--- config.mk ---
export PLATFORM = sky130hd
export DESIGN_NAME = c2s_isqrt
export DESIGN_NICKNAME = d
export VERILOG_FILES = /design/src/design/c2s_isqrt.sv
export SDC_FILE = /design/constraint.sdc
export NUM_CORES = 2
export LEC_CHECK = 0
export BUFFER_PORTS_ARGS = -buffer_cell sky130_fd_sc_hd__buf_2
export CORE_ASPECT_RATIO = 0.7
export CORE_UTILIZATION = 45
export CTS_CLUSTER_SIZE = 12
export DETAILED_ROUTE_END_ITERATION = 16
export PLACE_DENSITY = 0.56
export SYNTH_ARGS = -nofsm -noshare
export SYNTH_HDL_FRONTEND = slang
export SYNTH_SLANG_ARGS = --single-unit
--- constraint.sdc ---
create_clock -name clk_i -period 4.8 [get_ports clk_i]
set_input_delay 0 -clock clk_i [delete_from_list [all_inputs] [get_ports clk_i]]
set_output_delay 0 -clock clk_i [all_outputs]
set_load 0.05 [all_outputs]
--- src/design/c2s_isqrt.sv ---
// Pipelined integer square root, one root bit per stage (restoring method).
// Depends on nothing but its parameter; the enclosing pipeline supplies the stall enable.
module c2s_isqrt #(
  parameter int RootW = 24
) (
  input  logic                 clk_i,
  input  logic                 en_i,
  input  logic [2*RootW-1:0]   n_i,
  output logic [RootW-1:0]     root_o,
  output logic [2*RootW-1:0]   rem_o
);

  localparam int N = 2 * RootW;

  logic [N-1:0]     rem_q  [RootW];
  logic [RootW-1:0] root_q [RootW];

  for (genvar i = 0; i < RootW; i++) begin : g_step
    localparam int B = RootW - 1 - i;
    logic [N-1:0]     rem_in;
    logic [RootW-1:0] root_in;
    logic [N-1:0]     trial;

    if (i == 0) begin : g_first
      assign rem_in  = n_i;
      assign root_in = '0;
    end else begin : g_next
      assign rem_in  = rem_q[i-1];
      assign root_in = root_q[i-1];
    end

    // (root + 2^B)^2 - root^2
    assign trial = (N'(root_in) << (B + 1)) + (N'(1) << (2 * B));

    always_ff @(posedge clk_i) begin
      if (en_i) begin
        if (rem_in >= trial) begin
          rem_q[i]  <= rem_in - trial;
          root_q[i] <= root_in | (RootW'(1) << B);
        end else begin
          rem_q[i]  <= rem_in;
          root_q[i] <= root_in;
        end
      end
    end
  end

  assign root_o = root_q[RootW-1];
  assign rem_o  = rem_q[RootW-1];

endmodule

Yosys cells after proc, flatten, opt, wreduce, memory -nomap -nowiden --
Memories as Yosys holds them, arrays and structs flattened. Cells that the tools add are included.
Cells by class: muxes and demuxes 192, bitwise logic cells 48, magnitude comparators 24, add/sub/neg operators 47
Operator list (count):
- $mux 48 | 24
- $mux 24 | 24
- $mux 1 | 144
- $add 47x45->48 const B | 1
- $ge 48x26->1 | 1
- $ge 48x27->1 | 1
- $ge 48x28->1 | 1
- $ge 48x29->1 | 1
- $ge 48x30->1 | 1
- $ge 48x31->1 | 1
- $ge 48x32->1 | 1
- $ge 48x33->1 | 1
- $ge 48x34->1 | 1
- $ge 48x35->1 | 1
- $ge 48x36->1 | 1
- $ge 48x37->1 | 1
- $ge 48x38->1 | 1
- $ge 48x39->1 | 1
- $ge 48x40->1 | 1
- $ge 48x41->1 | 1
- $ge 48x42->1 | 1
- $ge 48x43->1 | 1
- $ge 48x44->1 | 1
- $ge 48x45->1 | 1
- other kinds (51) | 98
Storage, ports and cells: input bits 50, logic and storage cells 313, memories kept 2, register bits after elaboration 0, bits in writable memories 1728, output and inout bits 72
Memories:
- rem_q | words 24, bits a word 48, rd ports 24, clocked after memory_dff 0, write ports 24, line 15 | logic [N-1:0] rem_q [RootW];
- root_q | words 24, bits a word 24, rd ports 24, clocked after memory_dff 0, write ports 24, line 16 | logic [RootW-1:0] root_q [RootW];

Longest topological paths before layout --
An unclocked memory read counts as a cell.
depth after elaboration 7, gate-level depth with buffers 13, gate-level depth less buffers 11

Least setup slack after synthesis --
OpenSTA, ideal clock, no wires.
kind register to register, start mem rem_q[1][273] (netlist bit), end mem rem_q[1][314] (netlist bit), data pin, buffers on the path 2, arrival 3.106 ns, slack 1.434 ns, cell stages (with the launch flop) 10, setup time 0.260 ns, clock period less this slack 3.366 ns, data required time 4.540 ns, cell sequence edfxtp_1 ha_1 clkbuf_1 a211o_1 or2_2 or4b_2 a2111o_1 a21oi_1 buf_2 mux2_2
RTL lines (line):
- from (decl) | 15

==> results.cfg <==
[drt]
wl_per_cell_um = 23.4
drtAntennaViolNets = 0
drt_wl_total_um = 191000
vias = 47200
dr.pass1.iters = 5
drc = 0
drtIter0Drc = 5839
vias_per_cell = 5.79

[floorplanning]
row_count = 121
dieArea_sq_um = 159000
io-pin-count = 122
core_sq_um = 156000
die_w_um = 476
start_util_pct = 45.4
die_h_um = 333

[logic_synthesis]
synth_top_area_share_pct = 61.7
syn_area_per_cell_sq_um = 12.5
synth_top_area_cell = edfxtp_1
synth_ff_type = edfxtp_1
ys_warn_count = 0
synth.distinct_cells = 93
syn_area_sq_um = 70600
synth_edf_count = 1452
ys_top_cells_by_area = edfxtp_1, ha_1, xnor2_1
synthArstFlopShare_pct = 0
ys_seq_area_share_pct = 61.7
synthCells = 5665
synth_seq_cells = 1452
syn_nets = 6039

[timing]
tightestPinTransition_ns = 1.52
rsz0062_at_grt = no
clock.fmax_mhz = 220
fin_ws_ns = 0.257
slew_headroom_pct = -2.43
hold_viol_final = 0
finalCritPeriodShare_pct = 94.6
setup_violations = 0
fin_crit_ns = 4.54
finClkSkew_ns = 0.0317
fin_setup_tns_ns = 0
finalMaxSlewViolations = 2

[global_routing]
grt_pass1_vias = 43000
antenna_found_initial = 11
grt_pass1_wl_um = 282000
use_met1_pct = 41.2
gr-usage-all-layers_pct = 24.0
use_met2_pct = 24.7
grt.overflow.total = 0
use_met3_pct = 11.9
grt_max_degree = 181
busiest_layer = met1

[run]
maxCapViolations = 1

[power_and_ir_drop]
finalPower_mw = 35.9
p_per_area_nw_per_um2 = 451
p_leak_nw = 29.4
irDropWorstVdd_v = 0.000343

[clock_tree]
numCtsBuffers = 152
clk_pin_slew_ns = 0.06
cts_tree = built
clkLatencyLatePin_ns = 0.81
cts_resized = 0
cts_buffer_depth = 3
clockRootBuffer = clkbuf_16
h-tree-depth = 4
clock_sinks = 1452

[setup_path]
start_kind = flop
path_max_fanout = 38
worstSetupPathType = reg2reg
setup.worst_path.end_class = flop
cp.required_ns = 5.34
cp.arrival_ns = 5.08

[status]
outcome = complete, but fails checks
violations = capacitance limit, slew limit

[final_layout]
final_nets = 6351
layout_commonest_cell = edfxtp_1
layout_common_cells = edfxtp_1, inv_1, nand2_1, nor2_1, ha_1
fillers = 13500
layout-drive-gt1-share_pct = 8.29
areaGrowthSynthToFinish_pct = 12.5

[placed_design]
hpwlAfterDp_um = 144000
io_buffers = 121
pre_cts_slack_ns = 0.378
routabilityCongestion = 0.927

[worst_hold_path]
hp-class = in2reg
-- per-stage QoR --
stage	util, %	area (sq um)	cells	hold WS, ns
after global placement	47.5	74000	7816	0.193
after CTS	51.1	79500	8157	0.0887
after global routing	51.1	79500	8159	0.197
after detailed placement	47.6	74000	7817	0.195
final	51.1	79500	8163	0.173
after floorplan	-	70600	5665	0.0989
-- flip-flops by register name, summed over array words and instances (netlist names) --
signal	cells
root_q	300
rem_q	1152
-- synth_stat cells (107+ instances only) --
cell / instances
edfxtp_1: 1452
inv_1: 399
nand2_1: 380
nor2_1: 344
ha_1: 324
xnor2_1: 299
o21ai_0: 297
a21oi_1: 288
xor2_1: 227
nor4_1: 179
nor3_1: 168
a21o_1: 107
clkbuf_1: 107
-- power breakdown --
part           internal, mW  total, mW  leakage (nW)  switching (mW)
registers              16.0       17.4          13.9            1.34
logic                  2.86       7.52          13.3            4.66
clock network          6.01       11.0          2.19            5.00
-- layer usage --
layer,wire (um),part of all wire [%]
met5,159,0.083
met2,60200,31
met3,28700,15
met4,2310,1.2
met1,99800,52
-- final timing paths --
path,startpoint,to,slack (ns),depth (start not counted)
hold reg to reg,rem_q[0][261]$_DFFE_PP_,rem_q[0][309]$_DFFE_PP_,0.44,0
setup reg to reg,root_q[2][109]$_DFFE_PP_,rem_q[2][269]$_DFFE_PP_,0.26,11
hold / removal,n_i[46],rem_q[0][46]$_DFFE_PP_,0.17,4
setup / recovery,root_q[2][109]$_DFFE_PP_,rem_q[2][269]$_DFFE_PP_,0.26,11
-- worst max-delay path: stages (launching register included) --
cell	delay [ns]
edfxtp_1	0.39
inv_1	0.06
ha_1	0.43
nand4_1	0.30
nor4_1	0.80
inv_1	0.10
a31oi_1	0.64
nor4b_4	0.13
buf_4	0.30
nor4_1	0.80
nand2_1	0.16
xnor2_1	0.17
-- cells by family after synthesis --
logic type                 share of synthesized area [%]
adders and majority gates                           5.74
muxes                                              0.847
and+or+nand+nor                                     13.1
buffers and inverters                               2.90
AOI/OAI and AO/OA                                   9.20
xor gates and xnor gates                            6.52
DFF                                                 61.7
-- what timing repair did --
item	CTS	global route
setup buffers	0	0
hold endpoints to repair	258	0
hold buffers	96	0
-- layout make-up --
cell class                      count  area [sq um]  share of cell area [%]
Sequential cell                  1452         43600                    54.9
Multi-Input combinational cell   3680         25000                    31.5
Clock buffer                      182          3920                    4.93
Tap cell                         2091          2620                    3.29
Timing Repair Buffer              291          2210                    2.78
Inverter                          400          1500                    1.89
Clock inverter                     62           573                   0.721
Antenna cell                        5          12.5                  0.0157
Power figures use the tool's default switching activity.
