===== src/design/c2s_pkg.sv =====
// Shared constants and the arctangent table for the Cartesian to spherical converter.
// No dependencies.
package c2s_pkg;

  localparam int CORDIC_STEPS_DEF = 16;
  localparam int MAX_STEPS        = 24;
  localparam int ROOT_W           = 24;          // root width of both square roots
  localparam int SQ_W             = 2 * ROOT_W;  // radicand width
  localparam int CW               = 27;          // cordic x/y datapath width
  localparam int ACC_W            = 32;          // angle accumulator, pi = 2^31

  // atan(2^-i) in units where pi = 2^31, rounded
  function automatic logic [ACC_W-1:0] atan_entry(input int unsigned idx);
    logic [ACC_W-1:0] v;
    case (idx)
      0:  v = 32'h20000000;
      1:  v = 32'h12E4051E;
      2:  v = 32'h09FB385B;
      3:  v = 32'h051111D4;
      4:  v = 32'h028B0D43;
      5:  v = 32'h0145D7E1;
      6:  v = 32'h00A2F61E;
      7:  v = 32'h00517C55;
      8:  v = 32'h0028BE53;
      9:  v = 32'h00145F2F;
      10: v = 32'h000A2F98;
      11: v = 32'h000517CC;
      12: v = 32'h00028BE6;
      13: v = 32'h000145F3;
      14: v = 32'h0000A2FA;
      15: v = 32'h0000517D;
      16: v = 32'h000028BE;
      17: v = 32'h0000145F;
      18: v = 32'h00000A30;
      19: v = 32'h00000518;
      20: v = 32'h0000028C;
      21: v = 32'h00000146;
      22: v = 32'h000000A3;
      23: v = 32'h00000051;
      default: v = '0;
    endcase
    return v;
  endfunction

endpackage


===== src/design/c2s_cordic.sv =====
// Pipelined vectoring cordic, one micro-rotation per stage, angle of (a, b) with a >= 0.
// Depends on c2s_pkg for the datapath widths and the arctangent table.
module c2s_cordic #(
  parameter int Steps = c2s_pkg::CORDIC_STEPS_DEF
) (
  input  logic                              clk_i,
  input  logic                              en_i,
  input  logic signed [c2s_pkg::CW-1:0]     a_i,
  input  logic signed [c2s_pkg::CW-1:0]     b_i,
  output logic signed [c2s_pkg::ACC_W-1:0]  acc_o
);

  localparam int W = c2s_pkg::CW;
  localparam int A = c2s_pkg::ACC_W;

  logic signed [W-1:0] x_q   [Steps];
  logic signed [W-1:0] y_q   [Steps];
  logic signed [A-1:0] acc_q [Steps];

  for (genvar i = 0; i < Steps; i++) begin : g_rot
    localparam logic signed [A-1:0] Ang = c2s_pkg::atan_entry(i);
    logic signed [W-1:0] x_in, y_in, xs, ys;
    logic signed [A-1:0] acc_in;

    if (i == 0) begin : g_first
      assign x_in   = a_i;
      assign y_in   = b_i;
      assign acc_in = '0;
    end else begin : g_next
      assign x_in   = x_q[i-1];
      assign y_in   = y_q[i-1];
      assign acc_in = acc_q[i-1];
    end

    assign xs = x_in >>> i;
    assign ys = y_in >>> i;

    // rotate toward the x axis
    always_ff @(posedge clk_i) begin
      if (en_i) begin
        if (!y_in[W-1]) begin
          x_q[i]   <= x_in + ys;
          y_q[i]   <= y_in - xs;
          acc_q[i] <= acc_in + Ang;
        end else begin
          x_q[i]   <= x_in - ys;
          y_q[i]   <= y_in + xs;
          acc_q[i] <= acc_in - Ang;
        end
      end
    end
  end

  assign acc_o = acc_q[Steps-1];

endmodule


===== config.mk =====
export PLATFORM = sky130hd
export DESIGN_NAME = c2s_cordic
export DESIGN_NICKNAME = d
export VERILOG_FILES = /design/src/design/c2s_pkg.sv /design/src/design/c2s_cordic.sv
export SDC_FILE = /design/constraint.sdc
export NUM_CORES = 2
export LEC_CHECK = 0
export BUFFER_PORTS_ARGS = -buffer_cell sky130_fd_sc_hd__buf_2
export CAP_MARGIN = 10
export CORE_ASPECT_RATIO = 0.8
export CORE_MARGIN = 4
export CORE_UTILIZATION = 70
export DETAILED_ROUTE_END_ITERATION = 8
export MAX_ROUTING_LAYER = met4
export PLACE_DENSITY_LB_ADDON = 0.08
export SKIP_CTS_REPAIR_TIMING = 1
export SYNTH_ARGS = -nofsm -noshare
export SYNTH_HDL_FRONTEND = slang
export SYNTH_SLANG_ARGS = --single-unit

===== constraint.sdc =====
create_clock -name clk_i -period 17.6 [get_ports clk_i]
set_input_delay 4.4 -clock clk_i [delete_from_list [all_inputs] [get_ports clk_i]]
set_output_delay 4.4 -clock clk_i [all_outputs]
set_load 0.1 [all_outputs]

=== After elaboration in Yosys (flattened, before gate mapping) ===
Memory sizes are Yosys's and may differ from the RTL's.
Cells that the tools add are included.

* Register bits: 0
* RAM bits: 1,376
* Output and inout port bits: 32
* Word-level logic and storage cells: 288
* Memories: 3

* $add $sub $neg: 93
* Muxes and demuxes: 144
* Bitwise operators: 48

{| class="wikitable"
|+ Memories
! name !! depth !! bits a word !! rd ports !! clocked after memory_dff !! wr ports !! RTL line !! source
|-
| acc_q || 16 || 32 || 16 || 0 || 16 || c2s_cordic.sv:18 || <nowiki>logic signed [A-1:0] acc_q [Steps];</nowiki>
|-
| x_q || 16 || 27 || 15 || 0 || 16 || c2s_cordic.sv:16 || <nowiki>logic signed [W-1:0] x_q [Steps];</nowiki>
|-
| y_q || 16 || 27 || 15 || 0 || 16 || c2s_cordic.sv:17 || <nowiki>logic signed [W-1:0] y_q [Steps];</nowiki>
|}

{| class="wikitable"
|+ Operators by type and width
! cell !! count
|-
| two-way mux 27 bit || 32
|-
| two-way mux 32 bit || 16
|-
| two-way mux 1 bit || 96
|-
| adder 27 x 12 -> 27 bit || 2
|-
| adder 27 x 13 -> 27 bit || 2
|-
| adder 27 x 14 -> 27 bit || 2
|-
| adder 27 x 15 -> 27 bit || 2
|-
| adder 27 x 16 -> 27 bit || 2
|-
| adder 27 x 17 -> 27 bit || 2
|-
| adder 27 x 18 -> 27 bit || 2
|-
| adder 27 x 19 -> 27 bit || 2
|-
| adder 27 x 20 -> 27 bit || 2
|-
| adder 27 x 21 -> 27 bit || 2
|-
| adder 27 x 22 -> 27 bit || 2
|-
| adder 27 x 23 -> 27 bit || 2
|-
| adder 27 x 24 -> 27 bit || 2
|-
| adder 27 x 25 -> 27 bit || 2
|-
| adder 27 x 26 -> 27 bit || 2
|-
| subtractor 27 x 12 -> 27 bit || 2
|-
| subtractor 27 x 13 -> 27 bit || 2
|-
| subtractor 27 x 14 -> 27 bit || 2
|-
| subtractor 27 x 15 -> 27 bit || 2
|-
| subtractor 27 x 16 -> 27 bit || 2
|-
| subtractor 27 x 17 -> 27 bit || 2
|-
| other kinds (42) || 99
|}

=== Logic depth before layout (Yosys ltp) ===
An unclocked memory read counts as a cell.

* Word-level depth: 5
* Mapped depth: 20
* Mapped depth without buffers: 19

=== Least setup slack after synthesis ===
OpenSTA, ideal clock, no wires.

* Path kind: input-to-reg
* Start: input en_i
* End: memory y_q[0][128] (netlist name) (data pin)
* Setup time: 0.265 ns
* Arrival time: 8.557 ns
* Data required time: 17.335 ns
* Setup slack: 8.778 ns
* Stages: 18
* Cells stage by stage: clkbuf_1 buf_1 nand2_1 clkinv_1 buf_1 nor2_1 xor2_1 ha_1 a21o_1 a21oi_1 o21ai_0 a311oi_1 nand2b_1 o21bai_1 a41o_1 o41ai_1 o21ai_0 xor2_1

{| class="wikitable"
|+ RTL lines
! what !! RTL line !! source
|-
| from (decl) || c2s_cordic.sv:7 || <nowiki>input logic en_i,</nowiki>
|-
| to (decl) || c2s_cordic.sv:17 ||
|}

==> qor.yml <==
outcome:
  outcome: "complete, no violations"
synthesis:
  synthMostInstantiatedCell: "ha_1"
  synth.avg_cell_area_um2: 9.471
  yosys.cell_types.count: 100
  ys_ff_latch: 1180
  synthFlopType: "edfxtp_1"
  yosysSeqAreaShare_pct: 34.40
  synth_top_area_share_pct: 34.40
  synthTopCellsByCount: "1,254 x ha_1, 1,180 x edfxtp_1, 1,086 x a21oi_1"
  yosysWarnings: 0
  synth_edf_count: 1180
  yosys.area.top_type: "edfxtp_1"
  synthArstFlopShare_pct: 0
  syn_inst: 10877
  synthTopCellsByArea: "edfxtp_1 34%, ha_1 15%, xnor2_1 8.1%"
  synth_fp_nets: 12227
  syn_area_mm2: 0.1030
clock_tree:
  clock_sinks: 1180
  path_clk_slew_ns: 0.06
  clockRootBuffer: "clkbuf_16"
  htreeDepth: 4
  cts_tree: "yes"
  clkLatencyLatePin_ns: 0.81
  numCtsBuffers: 131
  clock_path_buffers: 3
floorplan:
  rows: 125
  core_region_area_mm2: 0.1458
  die_y_um: 351.1
  floorplan.initialDensity_pct: 70.67
  io_pins: 88
  die_area_mm2: 0.1534
  fp.dieW_um: 436.9
detailed_routing:
  ant_nets: 0
  dr_total_vias: 85449
  via_per_inst: 6.592
  wl_per_cell_um: 21.03
  dr.pass1.iters: 7
  drt_iter0_drc: 9747
  drt_wl_total_um: 272600
  remaining_drc_errors: 0
placed_design:
  place_congestion: 1.033
  portBuffers: 86
  hpwl_um: 210800
setup_path:
  rrSetupSlack_ns: 11.89
  cp-start-kind: "input pin"
  end_kind: "flop"
  path_class: "in2reg"
  cp_max_fo: 62
  r2r-end: "x_q[0][159]"
  r2r_start: "y_q[0][134]"
  r2r_cells: 17
  critPathArrivalTime_ns: 10.14
  cp_data_required_time_ns: 18.12
cells_and_area:
  seq_area_mm2: 0.03543
  nets: 12235
  multiInputGateArea_mm2: 0.06473
  fill_cells: 10293
  layout-drive-gt1-share_pct: 4.005
  syn_to_final_growth_pct: 6.462
global_routing:
  grtUsageTotal_pct: 35.41
  grt_max_degree: 137
  grt_pass1_wl_um: 429000
  grt_pass1_vias: 79434
  grt_overflow: 0
  antenna_found_initial: 7
worst_hold_path:
  hold_class: "reg2reg"
  holdPathEnd: "acc_q[1][65]"
  min_from: "acc_q[1][33]"
  hold_path_depth: 0
flow_run:
  cap_violations: 0
timing:
  setup_viol_count_final: 0
  fin_setup_tns_ns: 0
  worst_slew_pin_slew_ns: 1.246
  fin_crit_sh_pct: 54.62
  clock_skew_ns: 0.02895
  post-route-min-period_ns: 9.613
  rsz0062_at_grt: "false"
  drv_slew: 0
  fmax_mhz: 104.0
  max-slew-margin-rel_pct: 16.40
  finalHoldViolations: 0
==> worst max path at each step <==
| stage | startpoint | to | cells past startpoint |
|---|---|---|---|
| final | en_i | y_q[1][101] | 18 |
| after global routing | en_i | acc_q[1][222] | 15 |
| after CTS | en_i | acc_q[1][222] | 15 |
| after detailed placement | en_i | acc_q[1][222] | 15 |
| after global placement | en_i | acc_q[1][222] | 15 |
| after floorplan | en_i | y_q[0][128] | 18 |
==> worst max-delay path: stages <==
cell	delay, ns
buf_8	0.44
buf_4	0.63
buf_4	0.62
nand2_1	0.18
clkinv_1	0.69
a21oi_1	0.14
xor2_1	0.21
ha_1	0.35
nand2_1	0.09
o21ai_0	0.23
a21oi_1	0.15
o21ai_0	0.52
a41oi_1	0.33
o21ai_0	0.44
a21oi_1	0.13
o21ba_2	0.23
o21ai_0	0.19
xor2_1	0.09
==> layout by cell type (no fill, tap or decap), types with 68 or more instances in the layout <==
cell type  Yosys  final
a211oi_1      81     81
a21o_1       490    490
a21oi_1     1086   1086
a31oi_1      112    112
and3_1        89     89
buf_2          1     85
clkbuf_16      0    138
edfxtp_1    1180   1180
ha_1        1254   1254
inv_1        461    461
nand2_1      769    769
nand2b_1     167    167
nand3_1      181    181
nand4_1       89     89
nor2_1       763    763
nor2b_1      164    164
nor3_1       204    204
nor4_1        68     68
o21a_1       179    179
o21ai_0      635    635
o21bai_1     139    139
o31ai_1      152    152
or3_1         75     75
xnor2_1      951    951
xor2_1       527    527
==> final cells by class <==
class                           count  area share (%)
Inverter                          470           1.609
Tap cell                         1968           2.245
Clock buffer                      155           3.207
Antenna cell                        8         0.01825
Sequential cell                  1180           32.31
Multi-Input combinational cell   8970           59.02
Clock inverter                     80          0.8614
Timing Repair Buffer              132          0.7279
==> state kept, by name, summed over array words and instances, names as in the netlist <==
name,count
acc_q,438
y_q,379
x_q,363
==> stage by stage <==
| stage | instances | setup WS, ns | hold WS (ns) | utilization [%] | instance area [um2] |
|---|---|---|---|---|---|
| 2_1_floorplan | 10877 | 8.778 | 0.4003 | - | 103000 |
| 3_3_place_gp | 12720 | 7.514 | 0.4062 | 72.16 | 105200 |
| 3_5_place_dp | 12720 | 7.269 | 0.4057 | 72.16 | 105200 |
| 4_1_cts | 12955 | 8.071 | 0.3955 | 75.22 | 109600 |
| 5_1_grt | 12962 | 7.439 | 0.4271 | 75.24 | 109700 |
| 6_report | 12963 | 7.987 | 0.4116 | 75.24 | 109700 |
==> per-layer routing <==
metal,vias to the layer above,routed length (um),GRT usage (%)
li1,40326,-,-
met1,40361,120400,50.88
met2,4170,115200,51.41
met3,592,29270,6.995
met4,0,7724,9.264
met5,-,0,-
==> cell families (layout without fill, tap and decap cells) <==
kind of cell               Yosys count  after routing  share of synthesized area (%)
AOI/OAI and AO/OA                 3383           3383                          20.88
xor gates and xnor gates          1478           1478                          12.57
adders and majority gates         1294           1294                          16.01
buffers and inverters              727            837                          2.767
DFF                               1180           1180                          34.40
muxes                               57             57                         0.5696
other                                1              9                       0.003640
and+or+nand+nor                   2757           2757                          12.81
Power is left out: the tool's default activity adds up to more than one toggle a clock period on the data nets, which glitch-free logic cannot reach.
